File: src/hw/rtl/els_pkg.sv
// Shared types and constants for the ellipsoid line span unit.
package els_pkg;

   localparam int COORD_BITS_DEF = 12;
   localparam int FRAC_BITS_DEF  = 8;
   localparam int RATIO_BITS     = 17;
   localparam int CSR_INDEX_BITS = 3;

   localparam logic [CSR_INDEX_BITS-1:0] REG_CENTER_X = 3'd0;
   localparam logic [CSR_INDEX_BITS-1:0] REG_CENTER_Y = 3'd1;
   localparam logic [CSR_INDEX_BITS-1:0] REG_CENTER_Z = 3'd2;
   localparam logic [CSR_INDEX_BITS-1:0] REG_RADIUS_X = 3'd3;
   localparam logic [CSR_INDEX_BITS-1:0] REG_RADIUS_Y = 3'd4;
   localparam logic [CSR_INDEX_BITS-1:0] REG_RADIUS_Z = 3'd5;
   localparam logic [CSR_INDEX_BITS-1:0] REG_EXTENT_X = 3'd6;

   typedef struct packed {
      logic                  outside;
      logic [RATIO_BITS-1:0] ratio_y;
      logic [RATIO_BITS-1:0] ratio_z;
   } ratio_type;

   typedef struct packed {
      logic                  outside;
      logic [RATIO_BITS-1:0] root;
   } root_type;

endpackage

File: src/hw/rtl/els_ratio_pipe.sv
// Per-axis distance and pipelined restoring divider, one quotient bit per stage.
module els_ratio_pipe
   import els_pkg::*;
#(
   parameter int COORD_BITS = COORD_BITS_DEF,
   parameter int FRAC_BITS  = FRAC_BITS_DEF
) (
   input  logic                            clock,
   input  logic                            reset,
   input  logic                            in_valid,
   output logic                            in_ready,
   input  logic [COORD_BITS-1:0]           line_y,
   input  logic [COORD_BITS-1:0]           line_z,
   input  logic [COORD_BITS+FRAC_BITS-1:0] center_y,
   input  logic [COORD_BITS+FRAC_BITS-1:0] center_z,
   input  logic [COORD_BITS+FRAC_BITS-1:0] radius_y,
   input  logic [COORD_BITS+FRAC_BITS-1:0] radius_z,
   output logic                            out_valid,
   input  logic                            out_ready,
   output ratio_type                       out_data
);

   localparam int V  = COORD_BITS + FRAC_BITS;
   localparam int NS = RATIO_BITS + 1;

   logic            vld_ff   [NS];
   logic            outs_ff  [NS];
   logic [V:0]      rem_y_ff [NS];
   logic [V:0]      rem_z_ff [NS];
   logic [RATIO_BITS-1:0] quo_y_ff [NS];
   logic [RATIO_BITS-1:0] quo_z_ff [NS];
   logic            rdy      [NS+1];

   logic [V-1:0] pos_y, pos_z;
   logic [V-1:0] dist_y_in, dist_z_in;

   assign rdy[NS] = out_ready;

   genvar gi;
   generate
      for (gi = 0; gi < NS; gi++) begin : g_rdy
         assign rdy[gi] = !vld_ff[gi] || rdy[gi+1];
      end
   endgenerate

   assign in_ready = rdy[0];

   always_comb begin
      pos_y     = {line_y, {FRAC_BITS{1'b0}}};
      pos_z     = {line_z, {FRAC_BITS{1'b0}}};
      dist_y_in = (center_y >= pos_y) ? center_y - pos_y : pos_y - center_y;
      dist_z_in = (center_z >= pos_z) ? center_z - pos_z : pos_z - center_z;
   end

   always_ff @(posedge clock) begin
      if (reset) begin
         vld_ff[0] <= 1'b0;
      end else if (rdy[0]) begin
         vld_ff[0] <= in_valid;
      end
      if (rdy[0] && in_valid) begin
         outs_ff[0]  <= 1'b0;
         rem_y_ff[0] <= {1'b0, dist_y_in};
         rem_z_ff[0] <= {1'b0, dist_z_in};
         quo_y_ff[0] <= '0;
         quo_z_ff[0] <= '0;
      end
   end

   generate
      for (gi = 1; gi < NS; gi++) begin : g_step
         logic [V+1:0] cmp_y, cmp_z;
         logic         bit_y, bit_z;
         logic         big_in;
         logic [V:0]   rem_y_in, rem_z_in;

         always_comb begin
            if (gi == 1) begin
               cmp_y  = {1'b0, rem_y_ff[gi-1]};
               cmp_z  = {1'b0, rem_z_ff[gi-1]};
               big_in = ({1'b0, rem_y_ff[gi-1]} >= {1'b0, radius_y, 1'b0})
                     || ({1'b0, rem_z_ff[gi-1]} >= {1'b0, radius_z, 1'b0});
            end else begin
               cmp_y  = {rem_y_ff[gi-1], 1'b0};
               cmp_z  = {rem_z_ff[gi-1], 1'b0};
               big_in = 1'b0;
            end
            bit_y    = cmp_y >= {2'b00, radius_y};
            bit_z    = cmp_z >= {2'b00, radius_z};
            rem_y_in = bit_y ? (V+1)'(cmp_y - {2'b00, radius_y}) : (V+1)'(cmp_y);
            rem_z_in = bit_z ? (V+1)'(cmp_z - {2'b00, radius_z}) : (V+1)'(cmp_z);
         end

         always_ff @(posedge clock) begin
            if (reset) begin
               vld_ff[gi] <= 1'b0;
            end else if (rdy[gi]) begin
               vld_ff[gi] <= vld_ff[gi-1];
            end
            if (rdy[gi] && vld_ff[gi-1]) begin
               outs_ff[gi]  <= outs_ff[gi-1] || big_in;
               rem_y_ff[gi] <= rem_y_in;
               rem_z_ff[gi] <= rem_z_in;
               quo_y_ff[gi] <= {quo_y_ff[gi-1][RATIO_BITS-2:0], bit_y};
               quo_z_ff[gi] <= {quo_z_ff[gi-1][RATIO_BITS-2:0], bit_z};
            end
         end
      end
   endgenerate

   assign out_valid        = vld_ff[NS-1];
   assign out_data.outside = outs_ff[NS-1];
   assign out_data.ratio_y = quo_y_ff[NS-1];
   assign out_data.ratio_z = quo_z_ff[NS-1];

endmodule

File: config.mk
export PLATFORM = sky130hd
export DESIGN_NAME = els_ratio_pipe
export DESIGN_NICKNAME = d
export VERILOG_FILES = /design/src/hw/rtl/els_pkg.sv /design/src/hw/rtl/els_ratio_pipe.sv
export SDC_FILE = /design/constraint.sdc
export NUM_CORES = 2
export LEC_CHECK = 0
export ABC_AREA = 1
export CAP_MARGIN = 5
export CORE_MARGIN = 2
export CORE_UTILIZATION = 40
export CTS_CLUSTER_SIZE = 24
export DETAILED_ROUTE_END_ITERATION = 10
export DONT_BUFFER_PORTS = 1
export PLACE_DENSITY = 0.62
export SLEW_MARGIN = 20
export SYNTH_ARGS = -nofsm -noshare
export SYNTH_HDL_FRONTEND = slang
export SYNTH_SLANG_ARGS = --single-unit
export TNS_END_PERCENT = 30
File: constraint.sdc
create_clock -name clock -period 5.6 [get_ports clock]
set_clock_uncertainty 0.05 [all_clocks]
set_input_delay 0.84 -clock clock [delete_from_list [all_inputs] [get_ports clock]]
set_output_delay 0.84 -clock clock [all_outputs]
set_load 0.005 [all_outputs]
; Yosys cells after proc, flatten, opt, wreduce, memory -nomap -nowiden
; Memory sizes are Yosys's and may differ from the RTL's.
; Cells that the tools add are included.
[word_totals]
register_bits = 0
ram_bits = 1404
input_bits = 108
memories = 6
[memory_table]
columns = name, depth, width, rd, rd_ports_with_merged_regs, write_ports, line
row1 = rem_y_ff, 18, 21, 17, 0, 18, els_ratio_pipe.sv:28  ; logic [V:0] rem_y_ff [NS];
row2 = rem_z_ff, 18, 21, 17, 0, 18, els_ratio_pipe.sv:29  ; logic [V:0] rem_z_ff [NS];
row3 = quo_y_ff, 18, 17, 18, 0, 18, els_ratio_pipe.sv:30  ; logic [RATIO_BITS-1:0] quo_y_ff [NS];
row4 = quo_z_ff, 18, 17, 18, 0, 18, els_ratio_pipe.sv:31  ; logic [RATIO_BITS-1:0] quo_z_ff [NS];
row5 = outs_ff, 18, 1, 18, 0, 18, els_ratio_pipe.sv:27  ; logic outs_ff [NS];
row6 = vld_ff, 18, 1, 18, 0, 18, els_ratio_pipe.sv:26  ; logic vld_ff [NS];
[op_classes]
addsub = 38
order_cmp = 38
muxes = 146
bitwise = 18
reduce_logical = 56
[ops]
columns = operator, n
row1 = 21-bit two-way mux, 34
row2 = 21-bit by 20-bit subtractor with 21-bit output, 34
row3 = 22-bit by 20-bit >= comparator with 1-bit output, 32
row4 = 1-bit two-way mux, 110
row5 = 20-bit subtractor, 4
row6 = 21-bit by 20-bit >= comparator with 1-bit output, 2
row7 = 21-bit >= comparator, 2
row8 = 20-bit >= comparator, 2
row9 = 20-bit two-way mux, 2
row10 = 1-bit logical OR, 20
row11 = 1-bit logical AND, 18
row12 = 1-bit logical NOT, 18
row13 = 1-bit OR, 18

; Depth between registers and ports, before layout
; An unclocked memory read counts as a cell.
[depth]
depth_word = 24
ltp_mapped = 15
depth_no_buf = 15

; Worst setup path before layout
; Ideal clock, no wire load.
[synth_timing]
path_type = input to register
from = input out_ready
to = memory outs_ff[14] (enable)
arrival_ns = 4.114
t_required_ns = 5.049
setup_slack_ns = 0.934
stages = 6
path_cell_list = inv_1 -> nand3_2 -> nor2_4 -> nand2_1 -> inv_1 -> nor2_1
[synth_lines]
columns = element, line
row1 = from (decl), els_ratio_pipe.sv:19  ; input logic out_ready,
row2 = to (decl), els_ratio_pipe.sv:27

==> results.cfg <==
[clock_network]
cts_resized = 0
cts_tree = built
hold_buffers = 0
insertion_delay_ns = 0.79
cts_sinks = 1053
htreeDepth = 4
postCtsSetupBuffers = 0
numCtsBuffers = 131
cts_root_buffer = clkbuf_16
clk_pin_slew_ns = 0.05
clock_path_buffers = 3

[grt]
grt_antenna_before_repair = 7
use_met3_pct = 2.80
grt_pass1_wl_um = 352000
grt_use_met2_pct = 37.6
grt_max_degree = 72
overflow = 0
grt_pass1_vias = 61300
grtUsageTotal_pct = 22.6
gr-max-usage-layer = met2
use_met1_pct = 30.4

[detailed_routing]
drtPass1Iterations = 6
vias = 63700
ant_nets = 0
drt-initial-drc-count = 4850
via_per_inst = 5.36
wl_per_cell_um = 19.4
routed_wl_um = 230000
drc_errors = 0

[die]
die_h_um = 448
start_util_pct = 40.4
ios = 145
rows = 162
die_x_um = 448
core_area_sq_um = 195000
dieArea_sq_um = 201000

[power_and_ir_drop]
p_clk_share_pct = 38.8
switching_share_pct = 29.4
leakage_nw = 35.5
p_comb_share_pct = 20.6
power_density_nw_per_um2 = 262
p_switching_w = 0.00662
p_int_w = 0.0159
irDropWorstVdd_v = 0.000331
p_seq_share_pct = 40.6

[sta]
timing.fmax_mhz = 263
finalSetupViolCount = 0
relSlewSlack_pct = 24.9
fin_crit_sh_pct = 67.8
final.min_clock_period_ns = 3.80
tns_ns = 0
finalHoldViolCount = 0
rsz0062_at_grt = false
slew_viol_final = 0
worst_pin_slew_ns = 1.12

[job]
cap_violations = 0

[critical_path]
start_kind = flip-flop
path_class = flip-flop to output pin
slowest_stage = edfxtp_1
critPathCaptureType = output pin
crit_path_frequent_cell = nand4_2
r2r-start = vld_ff[17]
worstSetupStartpoint = vld_ff[17]
path_cells = nand3_2 -> nor2_4 -> nand4_2 -> nor2_4 -> nand4_4 -> nor2_2 -> nand4_2 -> nor2_2 -> nand4_2
cpPeakStageDelay_ns = 0.61
cp_data_required_time_ns = 4.71
worst_ep_arrival_time_ns = 2.91
path_max_fanout = 4
worstRegToRegCells = 12

[status]
outcome = complete, no violations

[min_path]
hp-start = center_y[0]
min_path_type = input port to flip-flop
holdPathStages = 0

[cells_and_area]
areaGrowthSynthToFinish_pct = 9.24
fillers = 19100
layout-drive-gt1-share_pct = 8.17
nets = 10000
regArea_sq_um = 31600
multi_input_area_sq_um = 42400
design_area_sq_um = 86100

[logic_synthesis]
synth_nets = 9934
synth_cell_types = 62
ys_seq_area_share_pct = 40.1
ys_seq_elements = 1053
synth.avg_cell_area_sq_um = 8.73
syn-cell-area_sq_um = 78900
yosys_warnings = 0
syn_inst = 9030

[placed_design]
portBuffers = 0
post_dp_cell_area_sq_um = 81700
dpl.hpwl_um = 176000
place.gp.congestion = 0.948
## registers in the layout (all words and copies together), names as in the netlist
name	flops
rem_z_ff	356
vld_ff	18
quo_y_ff	153
outs_ff	17
quo_z_ff	153
rem_y_ff	356
## kinds of logic (layout without fill, tap and decap cells)
kind of cell             Yosys count  count (layout)  synth area share (%)
AND/OR/NAND/NOR                 3471            3471                  18.8
AO/OA/AOI/OAI                   2092            2092                  16.1
buffers and inverters           1088            1303                  6.18
flip-flops                      1053            1053                  40.1
adder cells (fa/ha/maj)          796             796                  13.0
XOR/XNOR                         530             530                  5.89
other                              0               3                     0
## power groups by stage
stage | logic (W) | clock network (W) | registers, W
after floorplan | 0.00354 | 0 | 0.00922
after global placement | 0.00454 | 0 | 0.00932
after detailed placement | 0.00459 | 0 | 0.00931
after CTS | 0.00462 | 0.00898 | 0.00915
after global routing | 0.00520 | 0.00927 | 0.00916
final | 0.00465 | 0.00874 | 0.00915
## critical path, delay by kind of cell (launching register included)
kind / cells / cell delay (ns)
AND/OR/NAND/NOR: 9 / 1.51
flip-flops: 1 / 0.61
## Yosys cell counts, drive strengths merged
master | n | area, sq um
nor4 | 39 | 269
a21oi | 678 | 3520
inv | 967 | 3670
xor2 | 239 | 2090
o2111ai | 5 | 43.8
o221a | 1 | 11.3
clkbuf | 5 | 18.8
xnor2 | 291 | 2550
a21o | 152 | 1140
a221oi | 87 | 985
o221ai | 3 | 26.3
nand3b | 8 | 60.1
o21ai | 866 | 4780
a21boi | 35 | 285
o21a | 26 | 195
a31oi | 49 | 307
a211oi | 11 | 82.6
nand2 | 2109 | 8050
nor2 | 571 | 2180
nor3b | 3 | 50.1
buf | 113 | 1170
or2 | 107 | 669
nand3 | 414 | 2270
ha | 762 | 9530
o31ai | 5 | 37.5
o211ai | 48 | 360
fa | 34 | 681
and3 | 5 | 31.3
o21bai | 123 | 923
o311ai | 3 | 26.3
nor3 | 149 | 773
nand4 | 66 | 447
clkinv | 3 | 11.3
edfxtp | 1053 | 31600
## metrics by stage
step	hold WS [ns]	worst slack, ns	power [W]	utilization (%)	cells
finish	0.109	1.80	0.0225	44.1	11900
global route	0.0562	1.65	0.0236	44.1	11900
CTS	0.0317	1.70	0.0227	44.1	11900
detailed placement	0.355	1.36	0.0139	41.8	11600
global placement	0.351	1.41	0.0139	41.8	11600
floorplan	0.350	0.934	0.0128	-	9030
## final cells by class
class                      count  area share [%]
antenna                        3         0.00871
sequential                  1053            36.7
timing repair buffer          93           0.840
tap                         2624            3.81
multi-input combinational   6889            49.3
inverter                     970            4.28
clock buffer                 150            3.96
clock inverter                90            1.13
## metal layers
metal / up-vias / wire [um]
li1: 31700 / -
met1: 29900 / 104000
met2: 1682 / 107000
met3: 359 / 11500
met4: 0 / 7330
met5: - / 0
## final timing paths
check	to	slack (ns)
max reg2reg	rem_z_ff[0][6]	2.46
max	in_ready	1.80
min reg2reg	quo_z_ff[6][2]	0.36
min	rem_y_ff[0][0]	0.11
## layout by cell type (no fill, tap or decap), types with 91 or more instances in the layout
cell type	count
nor3_1	146
o21ai_0	239
xnor2_1	291
nand3_1	378
ha_1	762
a21o_1	152
o21ai_2	118
o21ai_1	509
o21bai_1	123
clkbuf_16	134
nor2_1	555
edfxtp_1	1053
buf_4	91
xor2_1	239
inv_1	874
a21oi_1	645
nand2_1	2057
Note: power is estimated with default switching activity, not from simulation.
