$ cat config.mk
export PLATFORM = sky130hd
export DESIGN_NAME = els_root_pipe
export DESIGN_NICKNAME = d
export VERILOG_FILES = /design/src/hw/rtl/els_pkg.sv /design/src/hw/rtl/els_root_pipe.sv
export SDC_FILE = /design/constraint.sdc
export NUM_CORES = 2
export LEC_CHECK = 0
export ABC_AREA = 1
export BUFFER_PORTS_ARGS = -buffer_cell sky130_fd_sc_hd__buf_2
export CAP_MARGIN = 20
export CELL_PAD_IN_SITES_DETAIL_PLACEMENT = 1
export CELL_PAD_IN_SITES_GLOBAL_PLACEMENT = 2
export CORE_MARGIN = 5
export CORE_UTILIZATION = 39
export DETAILED_ROUTE_END_ITERATION = 7
export PLACE_DENSITY_LB_ADDON = 0.1
export SYNTH_ARGS = -nofsm -noshare
export SYNTH_HDL_FRONTEND = slang
export SYNTH_SLANG_ARGS = --single-unit
$ cat constraint.sdc
create_clock -name clock -period 8.2 [get_ports clock]
set_input_delay 2.46 -clock clock [delete_from_list [all_inputs] [get_ports clock]]
set_output_delay 2.46 -clock clock [all_outputs]
set_load 0.01 [all_outputs]
$ cat src/hw/rtl/els_pkg.sv
// Shared types and constants for the ellipsoid line span unit.
package els_pkg;

   localparam int COORD_BITS_DEF = 12;
   localparam int FRAC_BITS_DEF  = 8;
   localparam int RATIO_BITS     = 17;
   localparam int CSR_INDEX_BITS = 3;

   localparam logic [CSR_INDEX_BITS-1:0] REG_CENTER_X = 3'd0;
   localparam logic [CSR_INDEX_BITS-1:0] REG_CENTER_Y = 3'd1;
   localparam logic [CSR_INDEX_BITS-1:0] REG_CENTER_Z = 3'd2;
   localparam logic [CSR_INDEX_BITS-1:0] REG_RADIUS_X = 3'd3;
   localparam logic [CSR_INDEX_BITS-1:0] REG_RADIUS_Y = 3'd4;
   localparam logic [CSR_INDEX_BITS-1:0] REG_RADIUS_Z = 3'd5;
   localparam logic [CSR_INDEX_BITS-1:0] REG_EXTENT_X = 3'd6;

   typedef struct packed {
      logic                  outside;
      logic [RATIO_BITS-1:0] ratio_y;
      logic [RATIO_BITS-1:0] ratio_z;
   } ratio_type;

   typedef struct packed {
      logic                  outside;
      logic [RATIO_BITS-1:0] root;
   } root_type;

endpackage

$ cat src/hw/rtl/els_root_pipe.sv
// Squares, sum and pipelined bitwise square root, one root bit per stage.
module els_root_pipe
   import els_pkg::*;
(
   input  logic      clock,
   input  logic      reset,
   input  logic      in_valid,
   output logic      in_ready,
   input  ratio_type in_data,
   output logic      out_valid,
   input  logic      out_ready,
   output root_type  out_data
);

   localparam int NS = RATIO_BITS + 2;
   localparam int SQ = 2 * RATIO_BITS;
   localparam int RW = 2 * RATIO_BITS - 1;
   localparam logic [RATIO_BITS-1:0] ONE_RATIO = RATIO_BITS'(1) << (RATIO_BITS - 1);
   localparam logic [SQ:0] ONE_SQ = (SQ+1)'(1) << (2 * (RATIO_BITS - 1));

   logic                  vld_ff  [NS];
   logic                  outs_ff [NS];
   logic [SQ-1:0]         sq_y_ff;
   logic [SQ-1:0]         sq_z_ff;
   logic [RW-1:0]         rem_ff  [NS];
   logic [RATIO_BITS-1:0] res_ff  [NS];
   logic                  rdy     [NS+1];

   logic [SQ:0] sum_q;

   assign rdy[NS] = out_ready;

   genvar gi;
   generate
      for (gi = 0; gi < NS; gi++) begin : g_rdy
         assign rdy[gi] = !vld_ff[gi] || rdy[gi+1];
      end
   endgenerate

   assign in_ready = rdy[0];
   assign sum_q    = {1'b0, sq_y_ff} + {1'b0, sq_z_ff};

   always_ff @(posedge clock) begin
      if (reset) begin
         vld_ff[0] <= 1'b0;
         vld_ff[1] <= 1'b0;
      end else begin
         if (rdy[0]) vld_ff[0] <= in_valid;
         if (rdy[1]) vld_ff[1] <= vld_ff[0];
      end
      if (rdy[0] && in_valid) begin
         outs_ff[0] <= in_data.outside || (in_data.ratio_y > ONE_RATIO)
                    || (in_data.ratio_z > ONE_RATIO);
         sq_y_ff    <= in_data.ratio_y * in_data.ratio_y;
         sq_z_ff    <= in_data.ratio_z * in_data.ratio_z;
      end
      if (rdy[1] && vld_ff[0]) begin
         outs_ff[1] <= outs_ff[0] || (sum_q > ONE_SQ);
         rem_ff[1]  <= RW'(ONE_SQ - sum_q);
         res_ff[1]  <= '0;
      end
   end

   generate
      for (gi = 2; gi < NS; gi++) begin : g_step
         localparam int B = NS - 1 - gi;
         logic [RW+1:0] trial;
         logic          take;

         always_comb begin
            trial = ((RW+2)'(res_ff[gi-1]) << (B + 1)) + ((RW+2)'(1) << (2 * B));
            take  = {2'b00, rem_ff[gi-1]} >= trial;
         end

         always_ff @(posedge clock) begin
            if (reset) begin
               vld_ff[gi] <= 1'b0;
            end else if (rdy[gi]) begin
               vld_ff[gi] <= vld_ff[gi-1];
            end
            if (rdy[gi] && vld_ff[gi-1]) begin
               outs_ff[gi] <= outs_ff[gi-1];
               rem_ff[gi]  <= take ? RW'({2'b00, rem_ff[gi-1]} - trial) : rem_ff[gi-1];
               res_ff[gi]  <= take ? (res_ff[gi-1] | (RATIO_BITS'(1) << B)) : res_ff[gi-1];
            end
         end
      end
   endgenerate

   assign out_valid        = vld_ff[NS-1];
   assign out_data.outside = outs_ff[NS-1];
   assign out_data.root    = res_ff[NS-1];

endmodule

* Word-level counts from Yosys, hierarchy flattened
Memories as Yosys holds them, arrays and structs flattened. Cells that the tools add are included.
Storage, ports and cells: memories 4, memory bits (read-only) 0, RAM bits 988, logic and storage cells 293, flip-flop bits (word level) 68, latch bits 0, bits of input ports 39
Memory list:
- rem_ff | depth 19, width 33, read ports 17, clocked after memory_dff 0, write ports 18, RTL line els_root_pipe.sv:25 | logic [RW-1:0] rem_ff [NS];
- res_ff | depth 19, width 17, read ports 18, clocked after memory_dff 0, write ports 18, RTL line els_root_pipe.sv:26 | logic [RATIO_BITS-1:0] res_ff [NS];
- outs_ff | depth 19, width 1, read ports 19, clocked after memory_dff 0, write ports 19, RTL line els_root_pipe.sv:22 | logic outs_ff [NS];
- vld_ff | depth 19, width 1, read ports 19, clocked after memory_dff 0, write ports 19, RTL line els_root_pipe.sv:21 | logic vld_ff [NS];
Operators by class: shift operators 0, bitwise logic cells 19, multiplexer cells 150, eq/ne operators 0, $add $sub $neg 36, div/mod/pow operators 0, multipliers 2, reduce and logical (&&, ||, !) cells 60, $lt $le $gt $ge 20
Operator list (number):
- $mux W33 | 17
- $mux W1 | 117
- $sub A33 B33 Y33 | 3
- $mul A17 B17 Y34 | 2
- $add A34 B33 Y35 const B | 1
- $add A34 B34 Y35 | 1
- $ge A33 B35 Y1 | 1
- $gt A35 B33 Y1 const B | 1
- $add A33 B31 Y34 const B | 1
- $ge A33 B34 Y1 | 1
- $gt A17 B17 Y1 const B | 2
- $add A32 B29 Y33 const B | 1
- $ge A33 B19 Y1 | 1
- $ge A33 B20 Y1 | 1
- $ge A33 B21 Y1 | 1
- $ge A33 B22 Y1 | 1
- $ge A33 B23 Y1 | 1
- $ge A33 B24 Y1 | 1
- $ge A33 B25 Y1 | 1
- $ge A33 B26 Y1 | 1
- $ge A33 B27 Y1 | 1
- $ge A33 B28 Y1 | 1
- $ge A33 B29 Y1 | 1
- $ge A33 B30 Y1 | 1
- other kinds (52) | 127

* Logic depth before layout (Yosys ltp)
An unclocked memory read counts as a cell.
depth in word-level cells 25, gate-level depth with buffers 27, mapped depth without buffers 25

* Least setup slack after synthesis
No wires, ideal clock.
path type input port to flip-flop, start in in_data[22] in the netlist's numbering, end reg sq_y_ff[30], data pin, path buffers 2, cell stages on the path 24, arrival time 7.831 ns, setup slack 0.107 ns, library setup time 0.262 ns, cells stage by stage clkbuf_1 -> buf_1 -> nand2_1 -> fa_1 -> inv_1 -> fa_1 -> inv_1 -> fa_1 -> inv_1 -> fa_1 -> fa_1 -> inv_1 -> fa_1 -> inv_1 -> ha_1 -> a21oi_1 -> o21ai_0 -> inv_1 -> o21ai_0 -> nand2_1 -> o211ai_1 -> a21boi_0 -> o21bai_1 -> xor2_1
Between the ends: word-level cells in the longest chain between the ends 1
RTL lines:
- start: declaration | RTL line els_root_pipe.sv:9 | input ratio_type in_data,
- $mul A17 B17 Y34 | RTL line els_root_pipe.sv:54 | sq_y_ff <= in_data.ratio_y * in_data.ratio_y;
- end signal: assignment | RTL line els_root_pipe.sv:54
- end: declaration | RTL line els_root_pipe.sv:23 | logic [SQ-1:0] sq_y_ff;
No other way between the ends. A chain may end at the register's enable or synchronous reset.

* Worst setup path in the final report
Same ends and word-level chain as after synthesis.

==> metrics.txt <==
post-CTS setup buffer count 0; Static Leak around 29 nW; pwr dens around 360 nW/um^2; vias in the first global route 42540; Initial Util between 30% and 40%; clock skew roughly 52 ps; worst vdd ir 0.0004912 V; fillers between 15000 and 20000; post-synthesis xor/xnor area fraction 4.701%; sequential area share after synthesis between 40% and 50%; synth top area cells edfxtp_1, fa_1, ha_1; drt drc 0; Worst Setup SP in_data[22]; Synth cell types 58; Clock Path Buffers 3; ys flop type edfxtp_1; final hold vios 0; DR pass1 iterations 5; CTS tree done; clock-pin slew on the worst setup and hold paths about 60 ps; setup TNS 0 ps; Synth Register Bits ~800; via-per-instance ratio around 5; reg2reg path depth 12; Slew headroom approximately a third; Final Max Tran Viols 0; post-cts resize count 0; R2R Setup Slk about 4100 ps; Storage cell area about 25000 um^2; number of CTS-inserted buffers 91; root buffer cell clkbuf_16; drt initial violations ~1700; Die Area around 150000 um^2; IO Count 59; CTS H-tree depth 3; first-pass GRT wire length 236600 um; area of the multi-input gates ~28000 um^2; routability cong. 0.8304; Most Frequent Cell on Critical Path fa_1; Post-DRT Antenna Nets 0; reg2reg end sq_y_ff[5]; Critical-path top delay cell fa_1; Setup violations, final 0; largest family of logic cells by synthesized area adder cells; FFs w/ async S/R, synth 0%; Die H a little under 400 um; CP required around 8600 ps; GRT overflow 0; Critical Path Source Type input port; min cycle time layout 7641 ps; RSZ-0062 raised after global routing no; mapped cell area between 50000 and 60000 um^2; cell taking the most area after synthesis edfxtp_1; GR Util All Layers a little under a fifth; Hold Path Class flop to flop; initial antenna violation count 2; PortBufs 58; status completed; Post-synth EDFFs about 820; mux contribution to synthesized area less than 1%; Hold Path End outs_ff[7]; Buf/Inv on CP 4; slowest stage delay, CP roughly 560 ps; DRT Wirelength 147500 um; core area between 100000 and 150000 um^2; Post-Syn Nets around 6700; largest net degree at the start of global routing 51; hold path start outs_ff[6]; top cell type's share of synthesized area 42.83%; die width slightly below 400 um; layout cell share with drive strength beyond 1 under 10%; Post-Synth Adder-Cell Area 22.60%; dpl hpwl 123900 um; Layout area overhead 11.10%; Mean Syn Cell Area ~10 um^2; slew at the pin closest to its max-slew limit 1002 ps; Synth top cells by count inv_1, nand2_1, edfxtp_1; CP delay by family, top adder cells; Fin Hold WS between 400 and 500 ps; std cell rows 140; Post-Synth Simple-Gate Area between 10% and 20%; total of max-cap violations 0; cell count after synthesis 5886; YS warnings 0; Vias between 30000 and 40000; crit path kind input port to flop; Synth Area in Compound Gates 6.789%; TritonCTS Sinks ~820; most frequent cell after synthesis inv_1; fmax about 130 MHz; crit-path max FO 10; RR Startpoint vld_ff[17]; worst hold path depth 0; fin crit share about 93%; n_diodes 0; Crit path arrival time about 8000 ps; CTS Hold Bufs 0; CP cell instances buf_2, nand2_1, fa_1, inv_1, fa_1, fa_1, fa_1, fa_1, inv_1, fa_1, inv_1, ha_1, nand2_1, nor4_1, nand2_1, o211ai_1, a21boi_0, o21bai_1, xor2_1; Wirelength per Cell 18.33 um; Worst setup EP type flop; clock insertion delay at the later pin of the skew report 690 ps; Layout Nets 6906
==> state kept, by name, indices dropped and copies added (netlist names) <==
register,count
outs_ff,19
sq_z_ff,33
sq_y_ff,33
res_ff,153
rem_ff,561
vld_ff,19
==> cell families (layout without fill, tap and decap cells) <==
family | count (synthesis) | after routing
adder cells (fa/ha/maj) | 805 | 805
other | 1 | 1
flip-flops | 818 | 818
multiplexers | 3 | 3
buffers and inverters | 1345 | 1589
XOR/XNOR | 307 | 307
AO/OA/AOI/OAI | 707 | 707
AND/OR/NAND/NOR | 1900 | 1900
==> through the flow <==
stage | area (um^2) | utilization, % | setup slack [ps] | total power [mW] | instances
after floorplan | 57360 | - | 106.6 | 14.63 | 5886
after global placement | 60670 | 41.58 | -43.23 | 19.39 | 7884
after detailed placement | 60670 | 41.58 | -102.6 | 19.45 | 7885
after CTS | 63700 | 43.66 | 533.9 | 23.76 | 8046
after global routing | 63720 | 43.67 | 272.9 | 25.62 | 8047
final | 63720 | 43.67 | 559.1 | 23.22 | 8047
==> cells in the final DEF (no fill, tap or decap), types with 5 or more instances in the layout <==
cell type  instances
o21ai_1           25
xor2_1           188
o211ai_1          24
a211oi_1          10
o21ai_0          233
nor4_1            79
buf_4            129
o31ai_1            6
ha_1             420
buf_2             59
or2_2             27
bufinv_16         12
nand4_1           73
nand3b_1          11
a21o_1            22
nand3_2            5
nor3_1            72
a21oi_2            8
a21boi_0          13
nand2_1         1022
a21oi_1          312
clkbuf_16         93
nor2_1           412
nor2_4            12
fa_1             385
o21a_1             7
inv_1           1228
inv_2              7
edfxtp_1         818
nand3_1          139
nor4b_1            6
xnor2_1          118
clkinv_2          12
nand2_2            8
a31oi_1           13
clkinv_1          15
clkbuf_1          18
o21bai_1          17
nor2_2            18
==> layer usage <==
layer / vias to the layer above / track usage, % / wire length [um]
met5: - / 0 / 13
met2: 341 / 35.43 / 76840
li1: 19440 / - / -
met1: 19590 / 24.18 / 64330
met3: 139 / 1.918 / 3551
met4: 2 / 4.181 / 2791
==> final cells by class <==
class	instances	share of cell area, %
sequential	818	38.55
tap	1917	3.764
multi-input combinational	3723	43.56
timing repair buffer	191	2.077
clock inverter	50	0.9994
inverter	1237	7.290
clock buffer	111	3.758
==> how the worst max path moves through the flow <==
stage / end / slack (ps) / cells after the start
after floorplan: sq_y_ff[30] / 110 / 24
after global placement: sq_y_ff[31] / -40 / 25
after detailed placement: sq_y_ff[30] / -100 / 19
after CTS: in_ready / 530 / 12
after global routing: sq_y_ff[33] / 270 / 25
final: sq_y_ff[30] / 560 / 19
==> worst register-to-register path, stage by stage, from the launching register on <==
cell and delay, ps:
edfxtp_1 390, nand4_1 160, nor2_2 260, nand4_1 210
nor2_2 290, nand4_2 300, nor2_4 300, nand4_2 140
nor2_2 190, nand4_1 350, nand2_1 410, inv_2 310
buf_4 390
==> report_power, final <==
part           total [mW]  internal [mW]  switching (mW)
Sequential           5.62           5.44           0.176
Combinational        13.4           5.29            8.14
Clock                4.17           2.46            1.71
Total                23.2           13.2            10.0
Power figures use the tool's default switching activity.
